## src/sv/binary_arithmetic_encoder_assert.svh

```systemverilog
// ----------------------------------------------------------------------------
// Assertion macros for the binary arithmetic encoder.
// Each macro expands to one labeled concurrent assertion that is disabled
// while reset is asserted and reports through $error.
// ----------------------------------------------------------------------------
`ifndef BINARY_ARITHMETIC_ENCODER_ASSERT_SVH
`define BINARY_ARITHMETIC_ENCODER_ASSERT_SVH

// The consequent must hold in the same cycle as the antecedent.
`define BAE_ASSERT_IMP(name, clk, rst_n, ante, cons, msg) \
    name: assert property (@(posedge clk) disable iff (!rst_n) (ante) |-> (cons)) \
        else $error(msg);

// The consequent must hold in the cycle after the antecedent.
`define BAE_ASSERT_NEXT(name, clk, rst_n, ante, cons, msg) \
    name: assert property (@(posedge clk) disable iff (!rst_n) (ante) |=> (cons)) \
        else $error(msg);

`endif

```

## src/sv/bae_pkg.sv

```systemverilog
// ----------------------------------------------------------------------------
// bae_pkg
// Shared constants, command codes and the controller/datapath structs of the
// binary arithmetic encoder.
// ----------------------------------------------------------------------------
package bae_pkg;

    // Default sizes of the coder.
    localparam int CODE_BITS_DEF   = 16;
    localparam int FREQ_BITS_DEF   = 14;
    localparam int PENDING_MAX_DEF = 255;

    // Fixed sizes of the byte packer and the pending counter.
    localparam int BYTE_BITS = 8;
    localparam int BIT_CNT_W = 3;
    localparam int PEND_W    = 8;

    // Datapath operations issued by the controller.
    typedef logic [3:0] t_op;
    localparam t_op DP_NOP       = 4'd0;
    localparam t_op DP_MUL_H     = 4'd1;
    localparam t_op DP_DIV       = 4'd2;
    localparam t_op DP_MUL_L     = 4'd3;
    localparam t_op DP_NARROW    = 4'd4;
    localparam t_op DP_RENORM    = 4'd5;
    localparam t_op DP_PEND      = 4'd6;
    localparam t_op DP_FIN_FIRST = 4'd7;
    localparam t_op DP_FIN_BIT   = 4'd8;
    localparam t_op DP_PAD       = 4'd9;
    localparam t_op DP_FLUSH     = 4'd10;
    localparam t_op DP_ERR       = 4'd11;

    // Renormalization decision for the current interval.
    typedef logic [1:0] t_rcase;
    localparam t_rcase RC_EMIT0 = 2'd0;
    localparam t_rcase RC_EMIT1 = 2'd1;
    localparam t_rcase RC_UNDER = 2'd2;
    localparam t_rcase RC_STOP  = 2'd3;

    // Command from the controller to the datapath.
    typedef struct packed {
        logic in_take;
        t_op  op;
    } t_cmd;

    // Status from the datapath to the controller.
    typedef struct packed {
        logic   is_fin;
        logic   triple_bad;
        logic   narrow_bad;
        t_rcase rcase;
        logic   pend_zero;
        logic   idx_zero;
        logic   hold_valid;
        logic   out_free;
        logic   bits_full;
        logic   bits_zero;
    } t_stat;

endpackage

```

## src/sv/bae_in_if.sv

```systemverilog
// ----------------------------------------------------------------------------
// bae_in_if
// Request channel into the encoder: one encode or finish item per request.
// ----------------------------------------------------------------------------
interface bae_in_if #(
    parameter int FREQ_BITS = bae_pkg::FREQ_BITS_DEF
);
    logic                 valid;
    logic                 ready;
    logic                 kind;
    logic [FREQ_BITS-1:0] cum_low;
    logic [FREQ_BITS-1:0] cum_upper;
    logic [FREQ_BITS-1:0] total;

    modport source (output valid, kind, cum_low, cum_upper, total, input ready);
    modport sink   (input valid, kind, cum_low, cum_upper, total, output ready);
endinterface

```

## src/sv/bae_out_if.sv

```systemverilog
// ----------------------------------------------------------------------------
// bae_out_if
// Result channel out of the encoder: one code byte or error flag per result.
// ----------------------------------------------------------------------------
interface bae_out_if;
    logic       valid;
    logic       ready;
    logic [7:0] out_byte;
    logic       last_of_run;
    logic       end_of_stream;
    logic       pending_overflow;
    logic       input_error;

    modport source (output valid, out_byte, last_of_run, end_of_stream,
                    pending_overflow, input_error, input ready);
    modport sink   (input valid, out_byte, last_of_run, end_of_stream,
                    pending_overflow, input_error, output ready);
endinterface

```

## src/sv/bae_ctrl.sv

```systemverilog
// ----------------------------------------------------------------------------
// bae_ctrl
// Sequencer of the encoder: steps the shared multiply-divide unit, the
// renormalization loop, the pending-bit drain and the finish flush.
// ----------------------------------------------------------------------------
module bae_ctrl #(
    parameter int CODE_BITS = bae_pkg::CODE_BITS_DEF
) (
    input  logic          i_clk,
    input  logic          i_rst_n,
    input  logic          i_in_valid,
    output logic          o_in_ready,
    input  bae_pkg::t_stat i_stat,
    output bae_pkg::t_cmd  o_cmd
);
    import bae_pkg::*;

    localparam int CW = $clog2(CODE_BITS + 2);
    localparam logic [CW-1:0] DIV_LAST  = CW'(CODE_BITS);
    localparam logic [CW-1:0] GUARD_END = CW'(CODE_BITS + 1);

    localparam logic [3:0] S_IDLE      = 4'd0;
    localparam logic [3:0] S_CHECK     = 4'd1;
    localparam logic [3:0] S_MUL_H     = 4'd2;
    localparam logic [3:0] S_DIV_H     = 4'd3;
    localparam logic [3:0] S_MUL_L     = 4'd4;
    localparam logic [3:0] S_DIV_L     = 4'd5;
    localparam logic [3:0] S_NARROW    = 4'd6;
    localparam logic [3:0] S_RENORM    = 4'd7;
    localparam logic [3:0] S_PEND      = 4'd8;
    localparam logic [3:0] S_FIN_FIRST = 4'd9;
    localparam logic [3:0] S_FIN_BITS  = 4'd10;
    localparam logic [3:0] S_PAD       = 4'd11;
    localparam logic [3:0] S_FLUSH     = 4'd12;
    localparam logic [3:0] S_ERR       = 4'd13;

    logic [3:0]    r_state, n_state;
    logic [CW-1:0] r_cnt, n_cnt;
    logic          can_shift;
    logic          stage_ok;

    // A shift that completes a byte must be able to move the held byte out.
    assign can_shift = !(i_stat.bits_full && i_stat.hold_valid && !i_stat.out_free);
    assign stage_ok  = !i_stat.hold_valid || i_stat.out_free;

    // Next state and command decode.
    always_comb begin
        n_state       = r_state;
        n_cnt         = r_cnt;
        o_in_ready    = 1'b0;
        o_cmd.in_take = 1'b0;
        o_cmd.op      = DP_NOP;
        unique case (r_state)
            S_IDLE: begin
                o_in_ready = 1'b1;
                if (i_in_valid) begin
                    o_cmd.in_take = 1'b1;
                    n_state       = S_CHECK;
                end
            end
            S_CHECK: begin
                if (i_stat.is_fin) begin
                    n_state = S_FIN_FIRST;
                end else if (i_stat.triple_bad) begin
                    n_state = S_ERR;
                end else begin
                    n_state = S_MUL_H;
                end
            end
            S_MUL_H: begin
                o_cmd.op = DP_MUL_H;
                n_cnt    = '0;
                n_state  = S_DIV_H;
            end
            S_DIV_H: begin
                o_cmd.op = DP_DIV;
                n_cnt    = r_cnt + CW'(1);
                if (r_cnt == DIV_LAST) begin
                    n_state = S_MUL_L;
                end
            end
            S_MUL_L: begin
                o_cmd.op = DP_MUL_L;
                n_cnt    = '0;
                n_state  = S_DIV_L;
            end
            S_DIV_L: begin
                o_cmd.op = DP_DIV;
                n_cnt    = r_cnt + CW'(1);
                if (r_cnt == DIV_LAST) begin
                    n_state = S_NARROW;
                end
            end
            S_NARROW: begin
                if (i_stat.narrow_bad) begin
                    n_state = S_ERR;
                end else begin
                    o_cmd.op = DP_NARROW;
                    n_cnt    = '0;
                    n_state  = S_RENORM;
                end
            end
            S_RENORM: begin
                if (r_cnt == GUARD_END || i_stat.rcase == RC_STOP) begin
                    n_state = S_FLUSH;
                end else if (i_stat.rcase == RC_UNDER || can_shift) begin
                    o_cmd.op = DP_RENORM;
                    n_cnt    = r_cnt + CW'(1);
                    if (i_stat.rcase != RC_UNDER && !i_stat.pend_zero) begin
                        n_state = S_PEND;
                    end
                end
            end
            S_PEND: begin
                if (i_stat.pend_zero) begin
                    n_state = i_stat.is_fin ? S_FIN_BITS : S_RENORM;
                end else if (can_shift) begin
                    o_cmd.op = DP_PEND;
                end
            end
            S_FIN_FIRST: begin
                if (can_shift) begin
                    o_cmd.op = DP_FIN_FIRST;
                    n_state  = S_PEND;
                end
            end
            S_FIN_BITS: begin
                if (can_shift) begin
                    o_cmd.op = DP_FIN_BIT;
                    if (i_stat.idx_zero) begin
                        n_state = S_PAD;
                    end
                end
            end
            S_PAD: begin
                if (i_stat.bits_zero) begin
                    n_state = S_FLUSH;
                end else if (stage_ok) begin
                    o_cmd.op = DP_PAD;
                    n_state  = S_FLUSH;
                end
            end
            S_FLUSH: begin
                if (stage_ok) begin
                    o_cmd.op = DP_FLUSH;
                    n_state  = S_IDLE;
                end
            end
            S_ERR: begin
                if (i_stat.out_free) begin
                    o_cmd.op = DP_ERR;
                    n_state  = S_IDLE;
                end
            end
            default: begin
                n_state = S_IDLE;
            end
        endcase
    end

    // State and loop counter registers.
    always_ff @(posedge i_clk) begin
        if (!i_rst_n) begin
            r_state <= S_IDLE;
            r_cnt   <= '0;
        end else begin
            r_state <= n_state;
            r_cnt   <= n_cnt;
        end
    end

endmodule

```

## src/sv/bae_datapath.sv

```systemverilog
// ----------------------------------------------------------------------------
// bae_datapath
// Coding interval, shared multiply and restoring divider, pending counter,
// MSB-first byte packer, one-byte hold stage and the output register.
// ----------------------------------------------------------------------------
module bae_datapath #(
    parameter int CODE_BITS   = bae_pkg::CODE_BITS_DEF,
    parameter int FREQ_BITS   = bae_pkg::FREQ_BITS_DEF,
    parameter int PENDING_MAX = bae_pkg::PENDING_MAX_DEF
) (
    input  logic                 i_clk,
    input  logic                 i_rst_n,
    input  bae_pkg::t_cmd        i_cmd,
    output bae_pkg::t_stat       o_stat,
    input  logic                 i_kind,
    input  logic [FREQ_BITS-1:0] i_cum_low,
    input  logic [FREQ_BITS-1:0] i_cum_upper,
    input  logic [FREQ_BITS-1:0] i_total,
    input  logic                 i_out_ready,
    output logic                 o_out_valid,
    output logic [7:0]           o_out_byte,
    output logic                 o_out_last_of_run,
    output logic                 o_out_end_of_stream,
    output logic                 o_out_pending_overflow,
    output logic                 o_out_input_error
);
    import bae_pkg::*;

    localparam int QW = CODE_BITS + 1;
    localparam int PW = QW + FREQ_BITS;
    localparam int IW = $clog2(CODE_BITS);
    localparam logic [CODE_BITS-1:0] HALF    = {1'b1, {(CODE_BITS-1){1'b0}}};
    localparam logic [CODE_BITS-1:0] QUARTER = {2'b01, {(CODE_BITS-2){1'b0}}};
    localparam logic [CODE_BITS-1:0] THREEQ  = {2'b11, {(CODE_BITS-2){1'b0}}};
    localparam logic [BIT_CNT_W-1:0] BIT_LAST = BIT_CNT_W'(BYTE_BITS - 1);
    localparam logic [PEND_W-1:0]    PEND_TOP = PEND_W'(PENDING_MAX);

    // Latched request.
    logic                 r_kind;
    logic [FREQ_BITS-1:0] r_cl, r_ch, r_tot;
    // Coder state.
    logic [CODE_BITS-1:0] r_low, n_low, r_high, n_high;
    logic [PEND_W-1:0]    r_pend, n_pend;
    logic [BYTE_BITS-1:0] r_shift, n_shift;
    logic [BIT_CNT_W-1:0] r_bits, n_bits;
    logic                 r_ovf, n_ovf;
    // Divider and sequencing payload.
    logic [FREQ_BITS-1:0] r_rem, n_rem;
    logic [QW-1:0]        r_quo, n_quo, r_qh, n_qh;
    logic                 r_pbit, n_pbit;
    logic [IW-1:0]        r_idx, n_idx;
    // Hold stage and output register.
    logic                 r_hold_valid, n_hold_valid;
    logic [BYTE_BITS-1:0] r_hold_byte, n_hold_byte;
    logic                 r_hold_ovf, n_hold_ovf;
    logic                 r_out_valid, n_out_valid;
    logic [BYTE_BITS-1:0] r_out_byte, n_out_byte;
    logic                 r_out_last, n_out_last;
    logic                 r_out_eos, n_out_eos;
    logic                 r_out_ovf, n_out_ovf;
    logic                 r_out_err, n_out_err;

    logic [QW-1:0]        w_width;
    logic [FREQ_BITS-1:0] w_mul_op;
    logic [PW-1:0]        w_prod;
    logic [FREQ_BITS:0]   w_trial, w_diff;
    logic                 w_ge;
    logic [QW-1:0]        w_nh, w_nh_m1, w_nl;
    logic [CODE_BITS-1:0] w_sub, w_lm, w_hm;
    t_rcase               w_rcase;
    logic                 w_fin_bit;
    logic [BIT_CNT_W-1:0] w_pad_sh;

    logic                 sh_en, sh_bit;
    logic [BYTE_BITS-1:0] sh_word;
    logic                 st_en;
    logic [BYTE_BITS-1:0] st_byte;
    logic                 push_en, push_last, push_eos, push_ovf, push_err;
    logic [BYTE_BITS-1:0] push_byte;

    // Interval width and the shared multiplier.
    assign w_width  = {1'b0, r_high} - {1'b0, r_low} + QW'(1);
    assign w_mul_op = (i_cmd.op == DP_MUL_H) ? r_ch : r_cl;
    assign w_prod   = PW'(w_width) * PW'(w_mul_op);

    // One restoring division step: one quotient bit a cycle.
    assign w_trial = {r_rem, r_quo[QW-1]};
    assign w_ge    = w_trial >= {1'b0, r_tot};
    assign w_diff  = w_trial - {1'b0, r_tot};

    // New interval bounds from the two quotients.
    assign w_nh    = {1'b0, r_low} + r_qh;
    assign w_nl    = {1'b0, r_low} + r_quo;
    assign w_nh_m1 = w_nh - QW'(1);

    // Renormalization decision.
    always_comb begin
        if (r_high < HALF) begin
            w_rcase = RC_EMIT0;
        end else if (r_low >= HALF) begin
            w_rcase = RC_EMIT1;
        end else if (r_low >= QUARTER && r_high < THREEQ) begin
            w_rcase = RC_UNDER;
        end else begin
            w_rcase = RC_STOP;
        end
    end

    assign w_sub = (w_rcase == RC_EMIT1) ? HALF :
                   (w_rcase == RC_UNDER) ? QUARTER : '0;
    assign w_lm  = r_low - w_sub;
    assign w_hm  = r_high - w_sub;

    assign w_fin_bit = r_low >= QUARTER;
    assign w_pad_sh  = BIT_CNT_W'(BYTE_BITS) - r_bits;

    // Status to the controller.
    always_comb begin
        o_stat.is_fin     = r_kind;
        o_stat.triple_bad = (r_tot == '0) || (r_ch > r_tot) || (r_cl >= r_ch);
        o_stat.narrow_bad = (w_nh == '0) || (w_nh_m1 < w_nl);
        o_stat.rcase      = w_rcase;
        o_stat.pend_zero  = r_pend == '0;
        o_stat.idx_zero   = r_idx == '0;
        o_stat.hold_valid = r_hold_valid;
        o_stat.out_free   = !r_out_valid || i_out_ready;
        o_stat.bits_full  = r_bits == BIT_LAST;
        o_stat.bits_zero  = r_bits == '0;
    end

    // Operation decode, byte packing, hold stage and result push.
    always_comb begin
        n_low        = r_low;
        n_high       = r_high;
        n_pend       = r_pend;
        n_shift      = r_shift;
        n_bits       = r_bits;
        n_ovf        = r_ovf;
        n_rem        = r_rem;
        n_quo        = r_quo;
        n_qh         = r_qh;
        n_pbit       = r_pbit;
        n_idx        = r_idx;
        n_hold_valid = r_hold_valid;
        n_hold_byte  = r_hold_byte;
        n_hold_ovf   = r_hold_ovf;
        sh_en        = 1'b0;
        sh_bit       = 1'b0;
        sh_word      = '0;
        st_en        = 1'b0;
        st_byte      = '0;
        push_en      = 1'b0;
        push_byte    = '0;
        push_last    = 1'b0;
        push_eos     = 1'b0;
        push_ovf     = 1'b0;
        push_err     = 1'b0;

        unique case (i_cmd.op)
            DP_MUL_H: begin
                n_rem = w_prod[PW-1:QW];
                n_quo = w_prod[QW-1:0];
            end
            DP_MUL_L: begin
                n_qh  = r_quo;
                n_rem = w_prod[PW-1:QW];
                n_quo = w_prod[QW-1:0];
            end
            DP_DIV: begin
                n_rem = w_ge ? w_diff[FREQ_BITS-1:0] : w_trial[FREQ_BITS-1:0];
                n_quo = {r_quo[QW-2:0], w_ge};
            end
            DP_NARROW: begin
                n_high = w_nh_m1[CODE_BITS-1:0];
                n_low  = w_nl[CODE_BITS-1:0];
            end
            DP_RENORM: begin
                if (w_rcase == RC_UNDER) begin
                    if (r_pend >= PEND_TOP) begin
                        n_pend = PEND_TOP;
                        n_ovf  = 1'b1;
                    end else begin
                        n_pend = r_pend + PEND_W'(1);
                    end
                end else begin
                    sh_en  = 1'b1;
                    sh_bit = (w_rcase == RC_EMIT1);
                    n_pbit = (w_rcase != RC_EMIT1);
                end
                n_low  = {w_lm[CODE_BITS-2:0], 1'b0};
                n_high = {w_hm[CODE_BITS-2:0], 1'b1};
            end
            DP_PEND: begin
                sh_en  = 1'b1;
                sh_bit = r_pbit;
                n_pend = r_pend - PEND_W'(1);
            end
            DP_FIN_FIRST: begin
                sh_en  = 1'b1;
                sh_bit = w_fin_bit;
                n_pbit = !w_fin_bit;
                n_idx  = IW'(CODE_BITS - 2);
            end
            DP_FIN_BIT: begin
                sh_en  = 1'b1;
                sh_bit = r_low[r_idx];
                n_idx  = r_idx - IW'(1);
            end
            DP_PAD: begin
                st_en   = 1'b1;
                st_byte = r_shift << w_pad_sh;
            end
            DP_FLUSH: begin
                push_en      = r_hold_valid;
                push_byte    = r_hold_byte;
                push_last    = 1'b1;
                push_eos     = r_kind;
                push_ovf     = r_hold_ovf;
                n_hold_valid = 1'b0;
                if (r_kind) begin
                    n_low   = '0;
                    n_high  = '1;
                    n_pend  = '0;
                    n_shift = '0;
                    n_bits  = '0;
                    n_ovf   = 1'b0;
                end
            end
            DP_ERR: begin
                push_en   = 1'b1;
                push_last = 1'b1;
                push_ovf  = r_ovf;
                push_err  = 1'b1;
            end
            default: begin
            end
        endcase

        // Shift one code bit in; a full byte goes to the hold stage.
        if (sh_en) begin
            sh_word = {r_shift[BYTE_BITS-2:0], sh_bit};
            if (r_bits == BIT_LAST) begin
                st_en   = 1'b1;
                st_byte = sh_word;
            end else begin
                n_shift = sh_word;
                n_bits  = r_bits + BIT_CNT_W'(1);
            end
        end

        // A new byte moves the held one out; it is not the last of its run.
        if (st_en) begin
            if (r_hold_valid) begin
                push_en   = 1'b1;
                push_byte = r_hold_byte;
                push_ovf  = r_hold_ovf;
            end
            n_hold_valid = 1'b1;
            n_hold_byte  = st_byte;
            n_hold_ovf   = r_ovf;
            n_shift      = '0;
            n_bits       = '0;
        end
    end

    // Output register.
    always_comb begin
        n_out_valid = r_out_valid && !i_out_ready;
        n_out_byte  = r_out_byte;
        n_out_last  = r_out_last;
        n_out_eos   = r_out_eos;
        n_out_ovf   = r_out_ovf;
        n_out_err   = r_out_err;
        if (push_en) begin
            n_out_valid = 1'b1;
            n_out_byte  = push_byte;
            n_out_last  = push_last;
            n_out_eos   = push_eos;
            n_out_ovf   = push_ovf;
            n_out_err   = push_err;
        end
    end

    // Control state with reset.
    always_ff @(posedge i_clk) begin
        if (!i_rst_n) begin
            r_low        <= '0;
            r_high       <= '1;
            r_pend       <= '0;
            r_shift      <= '0;
            r_bits       <= '0;
            r_ovf        <= 1'b0;
            r_hold_valid <= 1'b0;
            r_out_valid  <= 1'b0;
        end else begin
            r_low        <= n_low;
            r_high       <= n_high;
            r_pend       <= n_pend;
            r_shift      <= n_shift;
            r_bits       <= n_bits;
            r_ovf        <= n_ovf;
            r_hold_valid <= n_hold_valid;
            r_out_valid  <= n_out_valid;
        end
    end

    // Payload registers.
    always_ff @(posedge i_clk) begin
        if (i_cmd.in_take) begin
            r_kind <= i_kind;
            r_cl   <= i_cum_low;
            r_ch   <= i_cum_upper;
            r_tot  <= i_total;
        end
        r_rem       <= n_rem;
        r_quo       <= n_quo;
        r_qh        <= n_qh;
        r_pbit      <= n_pbit;
        r_idx       <= n_idx;
        r_hold_byte <= n_hold_byte;
        r_hold_ovf  <= n_hold_ovf;
        r_out_byte  <= n_out_byte;
        r_out_last  <= n_out_last;
        r_out_eos   <= n_out_eos;
        r_out_ovf   <= n_out_ovf;
        r_out_err   <= n_out_err;
    end

    assign o_out_valid            = r_out_valid;
    assign o_out_byte             = r_out_byte;
    assign o_out_last_of_run      = r_out_last;
    assign o_out_end_of_stream    = r_out_eos;
    assign o_out_pending_overflow = r_out_ovf;
    assign o_out_input_error      = r_out_err;

endmodule

```

## src/sv/binary_arithmetic_encoder.sv

```systemverilog
// ----------------------------------------------------------------------------
// binary_arithmetic_encoder
//
// Integer arithmetic encoder with a 16-bit coding interval by default. Each
// encode request carries the cumulative counts below and up to the symbol and
// the total from an external model; the block narrows the interval and emits
// code bytes MSB first, one result per completed byte, with last_of_run on the
// final byte of each request. An encode request that completes no byte gives
// no result, and an invalid triple gives a single result flagged input_error
// with no state change. A finish request flushes the closing bits and a
// zero-padded partial byte, marks it end_of_stream, and returns the coder to
// its reset state. One request is worked on at a time. An encode request
// runs the shared multiplier and the restoring divider, which produces one
// quotient bit a cycle and runs once for each interval bound, and then the
// renormalization steps and the release of pending bits; a finish request
// shifts out the closing bits and the pending bits. A completed byte waits
// in a one-byte hold stage and then in an output register. The coder stalls
// when a byte completes, or a request closes with a byte held, while both
// are still occupied; an error result waits for a free output register.
// ----------------------------------------------------------------------------
module binary_arithmetic_encoder #(
    parameter int CODE_BITS   = bae_pkg::CODE_BITS_DEF,
    parameter int FREQ_BITS   = bae_pkg::FREQ_BITS_DEF,
    parameter int PENDING_MAX = bae_pkg::PENDING_MAX_DEF
) (
    input  logic       i_clk,
    input  logic       i_rst_n,
    bae_in_if.sink     i_in,
    bae_out_if.source  o_out
);
    import bae_pkg::*;

    t_cmd  w_cmd;
    t_stat w_stat;
    logic  w_in_ready;

    assign i_in.ready = w_in_ready;

    // Sequencer.
    bae_ctrl #(
        .CODE_BITS (CODE_BITS)
    ) u_ctrl (
        .i_clk      (i_clk),
        .i_rst_n    (i_rst_n),
        .i_in_valid (i_in.valid),
        .o_in_ready (w_in_ready),
        .i_stat     (w_stat),
        .o_cmd      (w_cmd)
    );

    // Interval arithmetic, bit packing and result register.
    bae_datapath #(
        .CODE_BITS   (CODE_BITS),
        .FREQ_BITS   (FREQ_BITS),
        .PENDING_MAX (PENDING_MAX)
    ) u_datapath (
        .i_clk                  (i_clk),
        .i_rst_n                (i_rst_n),
        .i_cmd                  (w_cmd),
        .o_stat                 (w_stat),
        .i_kind                 (i_in.kind),
        .i_cum_low              (i_in.cum_low),
        .i_cum_upper            (i_in.cum_upper),
        .i_total                (i_in.total),
        .i_out_ready            (o_out.ready),
        .o_out_valid            (o_out.valid),
        .o_out_byte             (o_out.out_byte),
        .o_out_last_of_run      (o_out.last_of_run),
        .o_out_end_of_stream    (o_out.end_of_stream),
        .o_out_pending_overflow (o_out.pending_overflow),
        .o_out_input_error      (o_out.input_error)
    );

    // Checks on the sequencing and the result flags.
`include "binary_arithmetic_encoder_assert.svh"

    `BAE_ASSERT_IMP(a_ready_hold_empty, i_clk, i_rst_n, i_in.ready, !w_stat.hold_valid, "request taken while a byte is still held")
    `BAE_ASSERT_NEXT(a_busy_after_take, i_clk, i_rst_n, i_in.valid && i_in.ready, !i_in.ready, "ready stayed high after a request was taken")
    `BAE_ASSERT_IMP(a_error_is_last, i_clk, i_rst_n, o_out.valid && o_out.input_error, o_out.last_of_run && !o_out.end_of_stream && (o_out.out_byte == 8'd0), "error result is malformed")
    `BAE_ASSERT_IMP(a_eos_is_last, i_clk, i_rst_n, o_out.valid && o_out.end_of_stream, o_out.last_of_run, "end of stream without last of run")

endmodule
```

## src/flat_wrapper.sv

```systemverilog
// flat-port wrapper written by rule: the top's interface ports become plain ports
module binary_arithmetic_encoder_flat import bae_pkg::*;
#(
    parameter int CODE_BITS   = bae_pkg::CODE_BITS_DEF,
    parameter int FREQ_BITS   = bae_pkg::FREQ_BITS_DEF,
    parameter int PENDING_MAX = bae_pkg::PENDING_MAX_DEF
)
  (i_clk, i_rst_n, i_in_valid, i_in_kind, i_in_cum_low, i_in_cum_upper, i_in_total, i_in_ready, o_out_valid, o_out_out_byte, o_out_last_of_run, o_out_end_of_stream, o_out_pending_overflow, o_out_input_error, o_out_ready);
  bae_in_if #(.FREQ_BITS(FREQ_BITS)) i_in_i ();
  bae_out_if o_out_i ();
  input  logic i_clk;
  input  logic i_rst_n;
  input wire logic [$bits(i_in_i.valid)-1:0] i_in_valid;
  input wire logic [$bits(i_in_i.kind)-1:0] i_in_kind;
  input wire logic [$bits(i_in_i.cum_low)-1:0] i_in_cum_low;
  input wire logic [$bits(i_in_i.cum_upper)-1:0] i_in_cum_upper;
  input wire logic [$bits(i_in_i.total)-1:0] i_in_total;
  output wire logic [$bits(i_in_i.ready)-1:0] i_in_ready;
  output wire logic [$bits(o_out_i.valid)-1:0] o_out_valid;
  output wire logic [$bits(o_out_i.out_byte)-1:0] o_out_out_byte;
  output wire logic [$bits(o_out_i.last_of_run)-1:0] o_out_last_of_run;
  output wire logic [$bits(o_out_i.end_of_stream)-1:0] o_out_end_of_stream;
  output wire logic [$bits(o_out_i.pending_overflow)-1:0] o_out_pending_overflow;
  output wire logic [$bits(o_out_i.input_error)-1:0] o_out_input_error;
  input wire logic [$bits(o_out_i.ready)-1:0] o_out_ready;
  assign i_in_i.valid = i_in_valid;
  assign i_in_i.kind = i_in_kind;
  assign i_in_i.cum_low = i_in_cum_low;
  assign i_in_i.cum_upper = i_in_cum_upper;
  assign i_in_i.total = i_in_total;
  assign i_in_ready = i_in_i.ready;
  assign o_out_valid = o_out_i.valid;
  assign o_out_out_byte = o_out_i.out_byte;
  assign o_out_last_of_run = o_out_i.last_of_run;
  assign o_out_end_of_stream = o_out_i.end_of_stream;
  assign o_out_pending_overflow = o_out_i.pending_overflow;
  assign o_out_input_error = o_out_i.input_error;
  assign o_out_i.ready = o_out_ready;
  binary_arithmetic_encoder #(.CODE_BITS(CODE_BITS), .FREQ_BITS(FREQ_BITS), .PENDING_MAX(PENDING_MAX)) u_core (.i_clk(i_clk), .i_rst_n(i_rst_n), .i_in(i_in_i), .o_out(o_out_i));
endmodule
```

## config.mk

```make
export PLATFORM = sky130hd
export DESIGN_NAME = binary_arithmetic_encoder_flat
export DESIGN_NICKNAME = d
export VERILOG_FILES = /design/src/sv/bae_pkg.sv /design/src/sv/bae_in_if.sv /design/src/sv/bae_out_if.sv /design/src/sv/bae_ctrl.sv /design/src/sv/bae_datapath.sv /design/src/sv/binary_arithmetic_encoder.sv /design/src/flat_wrapper.sv
export VERILOG_INCLUDE_DIRS = /design/src /design/src/sv
export SDC_FILE = /design/constraint.sdc
export NUM_CORES = 1
export LEC_CHECK = 0
export BUFFER_PORTS_ARGS = -buffer_cell sky130_fd_sc_hd__buf_4
export CORE_MARGIN = 3
export CORE_UTILIZATION = 35
export DETAILED_ROUTE_END_ITERATION = 8
export PLACE_DENSITY = 0.56
export REMOVE_ABC_BUFFERS = 1
export SETUP_SLACK_MARGIN = 0.3
export SYNTH_ARGS = -nofsm -noshare
export SYNTH_HDL_FRONTEND = slang
export SYNTH_SLANG_ARGS = --single-unit
```

## constraint.sdc

```tcl
create_clock -name i_clk -period 20.4 [get_ports i_clk]
set_clock_uncertainty 0.15 [all_clocks]
set_input_delay 2.04 -clock i_clk [delete_from_list [all_inputs] [get_ports i_clk]]
set_output_delay 2.04 -clock i_clk [all_outputs]
set_load 0.02 [all_outputs]
```

==> impl_metrics.yaml, run 1 <==
grt:
  antenna_found_initial: 0
  grt_pass1_vias: 16700
  grt-ovfl-total: 0
  grtUsageTotal_pct: 18.5
  grt_max_degree: 44
  grt_first_pass_wirelength_um: 89000
timing:
  finalSetupViolCount: 0
  slew_headroom_pct: 12.5
  fmax_ghz: 0.100
  finalSetupTns_ps: 0
  post-route-period-util_pct: 48.9
  hold_viol: 0
  drv_slew: 0
  period_minus_slack_ps: 9980
  tightest_slew_ps: 1300
  grt_setup_unrepaired: "no"
route:
  vias_per_cell: 5.38
  routedWlPerCell_um: 18.2
  drc_errors: 0
  ant_nets: 0
  drt-initial-drc-count: 1091
  vias: 16500
  wirelength_um: 55800
  dr.pass1.iters: 6
worst_setup_path:
  worst_setup_path_end_kind: "flop"
  critPathRequiredTime_ps: 20470
  critPathMaxFanout: 8
  critPathKind: "reg -> reg"
  crit_top_cell: "fa_1"
  slowest_delay_ps: 570
  start_kind: "flop"
  cp_slowest_cell: "fa_1"
  arrival_ps: 10050
logic_synthesis:
  async_reset_ff_share_pct: 0
  ys_ff_latch: 180
  yosys_warnings: 0
  synth_edf_count: 117
  yosysSeqAreaShare_pct: 23.3
  syn_area_um2: 20500
  ys_types: 90
  synthCells: 2267
  synth_top_area_share_pct: 17.7
  synth_top_cell_by_area: "fa_1"
  synth_area_leaders: "fa_1 (18%), edfxtp_1 (17%), ha_1 (14%)"
  avgSynthCellArea_um2: 9.05
  ys.flop_type: "edfxtp_1"
placed_design:
  dp_hpwl_um: 45500
  gp_congestion: 0.914
  portBuffers: 60
final_layout:
  antenna_cells: 0
  mostFrequentLayoutCells: "inv_1 (282), nand2_1 (256), ha_1 (228)"
  layout.nets: 2741
  drive_gt1_share_pct: 7.75
  final_common_cell: "inv_1"
  utilization_pct: 38.7
  syn2layout_area_growth_pct: 8.98
flow_run:
  maxCapViolCount: 0
cts:
  clkLatencyLatePin_ps: 490
  holdBufCountCts: 0
  cts_buffers: 17
  cts_max_path_buffers: 2
  cts.repair.resized: 0
  cts_max_level: 4
  cts_sinks: 180
  cts_setup_buffers: 0
  clk_pin_slew_ps: 80
  root_buffer: "clkbuf_16"
  cts_tree: "done"
floorplanning:
  rows: 88
  dieArea_um2: 61500
  die_w_um: 248
  ios: 61
  coreArea_um2: 57800
  initial_utilization_pct: 35.5
  die_h_um: 248
hold_path:
  hold_class: "reg -> reg"
outcome:
  status: "finished, final reports clean"
## state kept, by name, summed over array words and instances (netlist names), 3 cells and up
signal	flops
u_core.u_datapath.r_qh	17
u_core.u_datapath.r_quo	17
u_core.u_datapath.r_high	16
u_core.u_datapath.r_low	16
u_core.u_datapath.r_ch	14
u_core.u_datapath.r_cl	14
u_core.u_datapath.r_rem	14
u_core.u_datapath.r_tot	14
u_core.u_datapath.o_out_byte	8
u_core.u_datapath.r_hold_byte	8
u_core.u_datapath.r_pend	8
u_core.u_datapath.r_shift	8
u_core.u_ctrl.r_cnt	5
u_core.u_ctrl.r_state	4
u_core.u_datapath.r_idx	4
u_core.u_datapath.r_bits	3
## final timing paths
kind	slack (ps)	startpoint	end	cells past startpoint
worst min register to register	350	u_core.u_datapath.r_shift[7]	u_core.u_datapath.r_shift[7]	2
worst min-delay path	350	u_core.u_datapath.r_shift[7]	u_core.u_datapath.r_shift[7]	2
worst max-delay path	10420	u_core.u_datapath.r_low[1]	u_core.u_datapath.r_rem[5]	33
worst max register to register	10420	u_core.u_datapath.r_low[1]	u_core.u_datapath.r_rem[5]	33
## cell families after synthesis
family          Yosys count  synth area share [%]
fa+ha+maj               409                  31.6
mux                      44                  2.68
simple gates            729                  16.6
compound gates          439                  14.7
flops                   180                  23.3
xor+xnor                101                  4.31
buf+inv                 365                  6.85
## area by class of cell
type / instances / area, µm²
Clock buffer: 17 / 425
Multi-Input combinational cell: 1722 / 14400
Clock inverter: 15 / 171
Sequential cell: 180 / 4770
Fill cell: 5791 / 35500
Tap cell: 765 / 957
Timing Repair Buffer: 81 / 608
Inverter: 283 / 1060
## per-stage QoR
step / setup slack [ps] / cell area [µm²] / hold slack (ps) / cells
final: 10420 / 22400 / 351 / 3063
after global routing: 9760 / 22400 / 377 / 3063
after CTS: 10430 / 22400 / 352 / 3063
after detailed placement: 10470 / 21800 / 340 / 3031
after global placement: 10580 / 21800 / 313 / 3031
after floorplan: 11610 / 20200 / 281 / 2185
## worst max-delay path: cells and delay by family, from the launching register on
family | cells | cell delay (ps)
AO/OA/AOI/OAI | 12 | 3110
XOR/XNOR | 2 | 600
adder cells (fa/ha/maj) | 10 | 4430
buffers and inverters | 6 | 310
flip-flops | 1 | 430
AND/OR/NAND/NOR | 3 | 670
## metal layers
| layer | vias up | track usage, % | share of wire [%] |
|---|---|---|---|
| li1 | 7868 | - | - |
| met1 | 8137 | 23.8 | 44 |
| met2 | 409 | 31.9 | 49 |
| met3 | 73 | 3.11 | 4.7 |
| met4 | 0 | 5.32 | 2.3 |
| met5 | - | 0 | 0 |
## synthesized netlist by cell type, drive strengths merged, types with 19 or more instances
cell type  instances
inv              282
nand2            256
ha               228
fa               181
nor2             178
edfxtp           117
a21oi            110
o21ai             79
nand3             73
clkbuf            69
dfxtp             63
xnor2             56
and2              48
nor3              48
xor2              45
a21o              40
a211oi            27
o211ai            24
nor2b             21
mux2i             19
Power of run 1 is not shown: default switching activity piles up to over one toggle a cycle in this logic, so the estimate is an artifact.
==> run 2: changes to the inputs <==
- ABC_AREA: unset -> 1
- clock period: 20.4 -> 9.6 ns (I/O delays scaled with it)
==> impl_metrics.yaml, run 2 <==
floorplanning:
  dieArea_um2: 63500
  ios: 61
  initial_utilization_pct: 35.6
  rows: 89
  die_h_um: 252
  coreArea_um2: 59500
  die_w_um: 252
route:
  wirelength_um: 61700
  drt-initial-drc-count: 1232
  ant_nets: 0
  dr.pass1.iters: 7
  vias_per_cell: 5.18
  drc_errors: 0
  vias: 18400
  routedWlPerCell_um: 17.4
cts:
  cts_buffers: 17
  cts_max_path_buffers: 2
  root_buffer: "clkbuf_16"
  cts_setup_buffers: 0
  cts_tree: "done"
  cts_max_level: 4
  holdBufCountCts: 0
  cts_sinks: 180
  clk_pin_slew_ps: 80
  clkLatencyLatePin_ps: 480
  cts.repair.resized: 0
timing:
  fmax_ghz: 0.116
  tightest_slew_ps: 1070
  hold_viol: 0
  grt_setup_unrepaired: "no"
  finalSetupTns_ps: 0
  drv_slew: 0
  post-route-period-util_pct: 89.8
  slew_headroom_pct: 28.4
  finalSetupViolCount: 0
  period_minus_slack_ps: 8620
grt:
  grt_first_pass_wirelength_um: 99300
  grtUsageMet3_pct: 3.45
  grt_use_met1_pct: 26.1
  grt-ovfl-total: 0
  antenna_found_initial: 1
  grt_busiest_layer: "met2"
  grtUsageTotal_pct: 19.8
  use_met2_pct: 33.4
  grt_pass1_vias: 18600
  grt_max_degree: 63
logic_synthesis:
  synth_edf_count: 117
  synth_top_area_share_pct: 17.1
  ys.flop_type: "edfxtp_1"
  synthTopCellsByCount: "nand2_1 (557), inv_1 (474), nor2_1 (246)"
  synth-simple-area-share_pct: 23.2
  synth_area_leaders: "fa_1 (17%), edfxtp_1 (17%), ha_1 (13%)"
  muxShareOfSynthArea_pct: 0.100
  yosys_warnings: 0
  async_reset_ff_share_pct: 0
  ys_types: 64
  synth_fa_ha_area_share_pct: 30.6
  synth_compound_area_share_pct: 10.4
  synthCells: 2727
  yosysSeqAreaShare_pct: 22.6
  synth_top_cell_by_area: "fa_1"
  synth_top_family_by_area: "adder cells"
  ys_ff_latch: 180
  yosysMostFrequentCell: "nand2_1"
  syn_area_um2: 21200
  synthXorXnorAreaFrac_pct: 2.84
  avgSynthCellArea_um2: 7.76
outcome:
  status: "finished, final reports clean"
worst_setup_path:
  cp_slowest_cell: "fa_1"
  worst_setup_path_end_kind: "flop"
  critPathKind: "reg -> reg"
  critPathRequiredTime_ps: 9690
  slowest_delay_ps: 600
  arrival_ps: 8710
  rr_startpoint: "u_core.u_datapath.r_low[4]"
  critPathMaxFanout: 9
  start_kind: "flop"
  cp-startpoint: "u_core.u_datapath.r_low[4]"
hold_path:
  worstHoldStart: "u_core.u_datapath.r_ovf"
  hold_class: "reg -> reg"
final_layout:
  antenna_cells: 0
  mostFrequentLayoutCells: "nand2_1 (557), inv_1 (474), nor2_1 (246)"
  layout.nets: 3225
  syn2layout_area_growth_pct: 8.94
  drive_gt1_share_pct: 7.40
  final_common_cell: "nand2_1"
  reg.largest.list: "u_core.u_datapath.r_qh x17, u_core.u_datapath.r_quo x17"
placed_design:
  gp_congestion: 0.958
  dp_hpwl_um: 50900
  portBuffers: 60
flow_run:
  maxCapViolCount: 0
[run 2: kinds of logic (layout without fill, tap and decap cells)]
family                   after synthesis  after routing
adder cells (fa/ha/maj)              409            409
AO/OA/AOI/OAI                        391            391
flip-flops                           180            180
XOR/XNOR                              67             67
multiplexers                           2              2
AND/OR/NAND/NOR                     1123           1123
buffers and inverters                555            610
[run 2: per-stage QoR]
| step | instance area (µm²) | worst slack, ps | hold slack (ps) | std cells | utilization, % |
|---|---|---|---|---|---|
| global route | 23100 | 450 | 345 | 3555 | 38.8 |
| finish | 23100 | 978 | 324 | 3555 | 38.8 |
| CTS | 23100 | 1020 | 325 | 3555 | 38.8 |
| detailed placement | 22400 | 1040 | 306 | 3523 | 37.7 |
| global placement | 22400 | 1230 | 309 | 3523 | 37.7 |
| floorplan | 20900 | 2060 | 275 | 2672 | - |
[run 2: final timing paths]
check	end	slack, ps	cells after the start
setup / recovery	u_core.u_datapath.r_rem[8]	980	32
hold / removal	u_core.u_datapath.r_hold_ovf	320	0
setup reg to reg	u_core.u_datapath.r_rem[8]	980	32
hold reg to reg	u_core.u_datapath.r_hold_ovf	320	0
[run 2: area by class of cell]
type,instances,area (µm²)
clock buffers,17,425
multi-input cells,1992,14200
fillers,6169,36400
flip-flops and latches,180,4770
clock inverters,15,201
well taps,773,967
repair buffers,78,586
inverters,500,1880
[run 2: metal layers]
| layer | wire (µm) | part of all wire [%] |
|---|---|---|
| met5 | 13 | 0.021 |
| met2 | 29200 | 47 |
| met4 | 1790 | 2.9 |
| met3 | 3680 | 6.0 |
| met1 | 27000 | 44 |
[run 2: worst max-delay path, delay by kind of cell, from the launching register on]
kind	cells	cell delay, ps
adder cells (fa/ha/maj)	9	4100
AND/OR/NAND/NOR	9	1610
AO/OA/AOI/OAI	9	1440
flip-flops	1	420
buffers and inverters	5	660
Power of run 2 is left out for the same reason.
==> run 3: changes to the inputs <==
- CORE_UTILIZATION: 35 -> 48
- PLACE_DENSITY: 0.56 -> 0.7
==> impl_metrics.yaml, run 3 (synthesis results as in run 2) <==
placed_design:
  gp_congestion: 0.951
  portBuffers: 60
  dp_hpwl_um: 49400
timing:
  finalSetupTns_ps: 0
  hold_viol: 0
  post-route-period-util_pct: 89.6
  period_minus_slack_ps: 8610
  whs_ps: 342
  grt_setup_unrepaired: "no"
  finalSetupViolCount: 0
  drv_slew: 0
  tightest_slew_ps: 1050
  slew_headroom_pct: 29.7
  fmax_ghz: 0.116
grt:
  antenna_found_initial: 0
  grtUsageTotal_pct: 26.2
  grt_busiest_layer: "met2"
  grt_use_met1_pct: 32.8
  grt-ovfl-total: 0
  grt_first_pass_wirelength_um: 96000
  grt_max_degree: 63
  use_met2_pct: 44.2
  grt_pass1_vias: 18500
  grtUsageMet3_pct: 4.79
final_layout:
  syn2layout_area_growth_pct: 7.46
  mostFrequentLayoutCells: "nand2_1 (557), inv_1 (474), nor2_1 (246)"
  final_common_cell: "nand2_1"
  reg.largest.list: "u_core.u_datapath.r_qh x17, u_core.u_datapath.r_quo x17"
  layout.nets: 3225
  drive_gt1_share_pct: 7.34
  regArea_um2: 4770
  multi_input_area_um2: 14200
  antenna_cells: 0
  fill_cells: 4208
route:
  wirelength_um: 60200
  ant_nets: 0
  vias: 18600
  drc_errors: 0
  dr.pass1.iters: 6
  vias_per_cell: 5.54
  routedWlPerCell_um: 17.9
  drt-initial-drc-count: 1579
worst_setup_path:
  cp-startpoint: "u_core.u_datapath.r_low[4]"
  start_kind: "flop"
  critPathMaxFanout: 9
  arrival_ps: 8700
  critPathRequiredTime_ps: 9690
  rr_startpoint: "u_core.u_datapath.r_low[4]"
  worst_setup_path_end_kind: "flop"
  slowest_delay_ps: 590
  critPathKind: "reg -> reg"
  cp_slowest_cell: "fa_1"
cts:
  cts_buffers: 17
  cts_max_level: 4
  cts_max_path_buffers: 2
  cts.repair.resized: 0
  clkLatencyLatePin_ps: 480
  clk_pin_slew_ps: 80
  root_buffer: "clkbuf_16"
  cts_setup_buffers: 0
  cts_tree: "done"
  holdBufCountCts: 0
  cts_sinks: 180
flow_run:
  maxCapViolCount: 0
floorplanning:
  dieArea_um2: 46700
  coreArea_um2: 43400
  ios: 61
  initial_utilization_pct: 48.8
  die_h_um: 216
  die_w_um: 216
  rows: 76
outcome:
  status: "finished, final reports clean"
hold_path:
  hold_class: "reg -> reg"
  worstHoldStart: "u_core.u_datapath.r_ovf"
run 3: cell count changes in the layout (fill, tap and decap cells not counted):
cell | before | now
inv_8 | 1 | 2
clkinvlp_4 | 0 | 3
inv_6 | 3 | 6
clkinv_1 | 13 | 14
clkinv_4 | 3 | 1
inv_12 | 2 | 0
clkinv_8 | 7 | 1
clkinv_2 | 0 | 1
run 3: final cells by class:
type,count,area share [%]
multi-input combinational,1992,62.5
sequential,180,21.0
inverter,500,8.27
tap,585,3.22
timing repair buffer,78,2.57
clock buffer,17,1.87
clock inverter,14,0.539
run 3: worst paths after layout:
check	to	depth (start not counted)	slack [ps]
setup / recovery	u_core.u_datapath.r_rem[8]	32	990
hold / removal	u_core.u_datapath.r_hold_ovf	0	340
setup reg to reg	u_core.u_datapath.r_rem[8]	32	990
hold reg to reg	u_core.u_datapath.r_hold_ovf	0	340
run 3: worst max-delay path, delay by kind of cell (launching register included):
kind	cells	cell delay, ps
and+or+nand+nor	9	1620
buffers and inverters	5	680
AOI/OAI and AO/OA	9	1400
adders and majority gates	9	4080
DFF	1	420
run 3: stage by stage:
| step | utilization, % | instances | cell area (µm²) | setup WS [ps] |
|---|---|---|---|---|
| 4_1_cts | 52.5 | 3366 | 22700 | 1040 |
| 3_3_place_gp | 51.2 | 3335 | 22200 | 1280 |
| 2_1_floorplan | - | 2672 | 20900 | 2060 |
| 3_5_place_dp | 51.2 | 3335 | 22200 | 1070 |
| 5_1_grt | 52.5 | 3366 | 22700 | 511 |
| 6_report | 52.5 | 3366 | 22700 | 994 |
run 3: layer usage:
layer,share of wire (%),vias to the layer above
met5,0,-
met2,47,678
li1,-,8914
met3,6.5,136
met4,4.6,0
met1,41,8915
Power of run 3 is left out for the same reason.
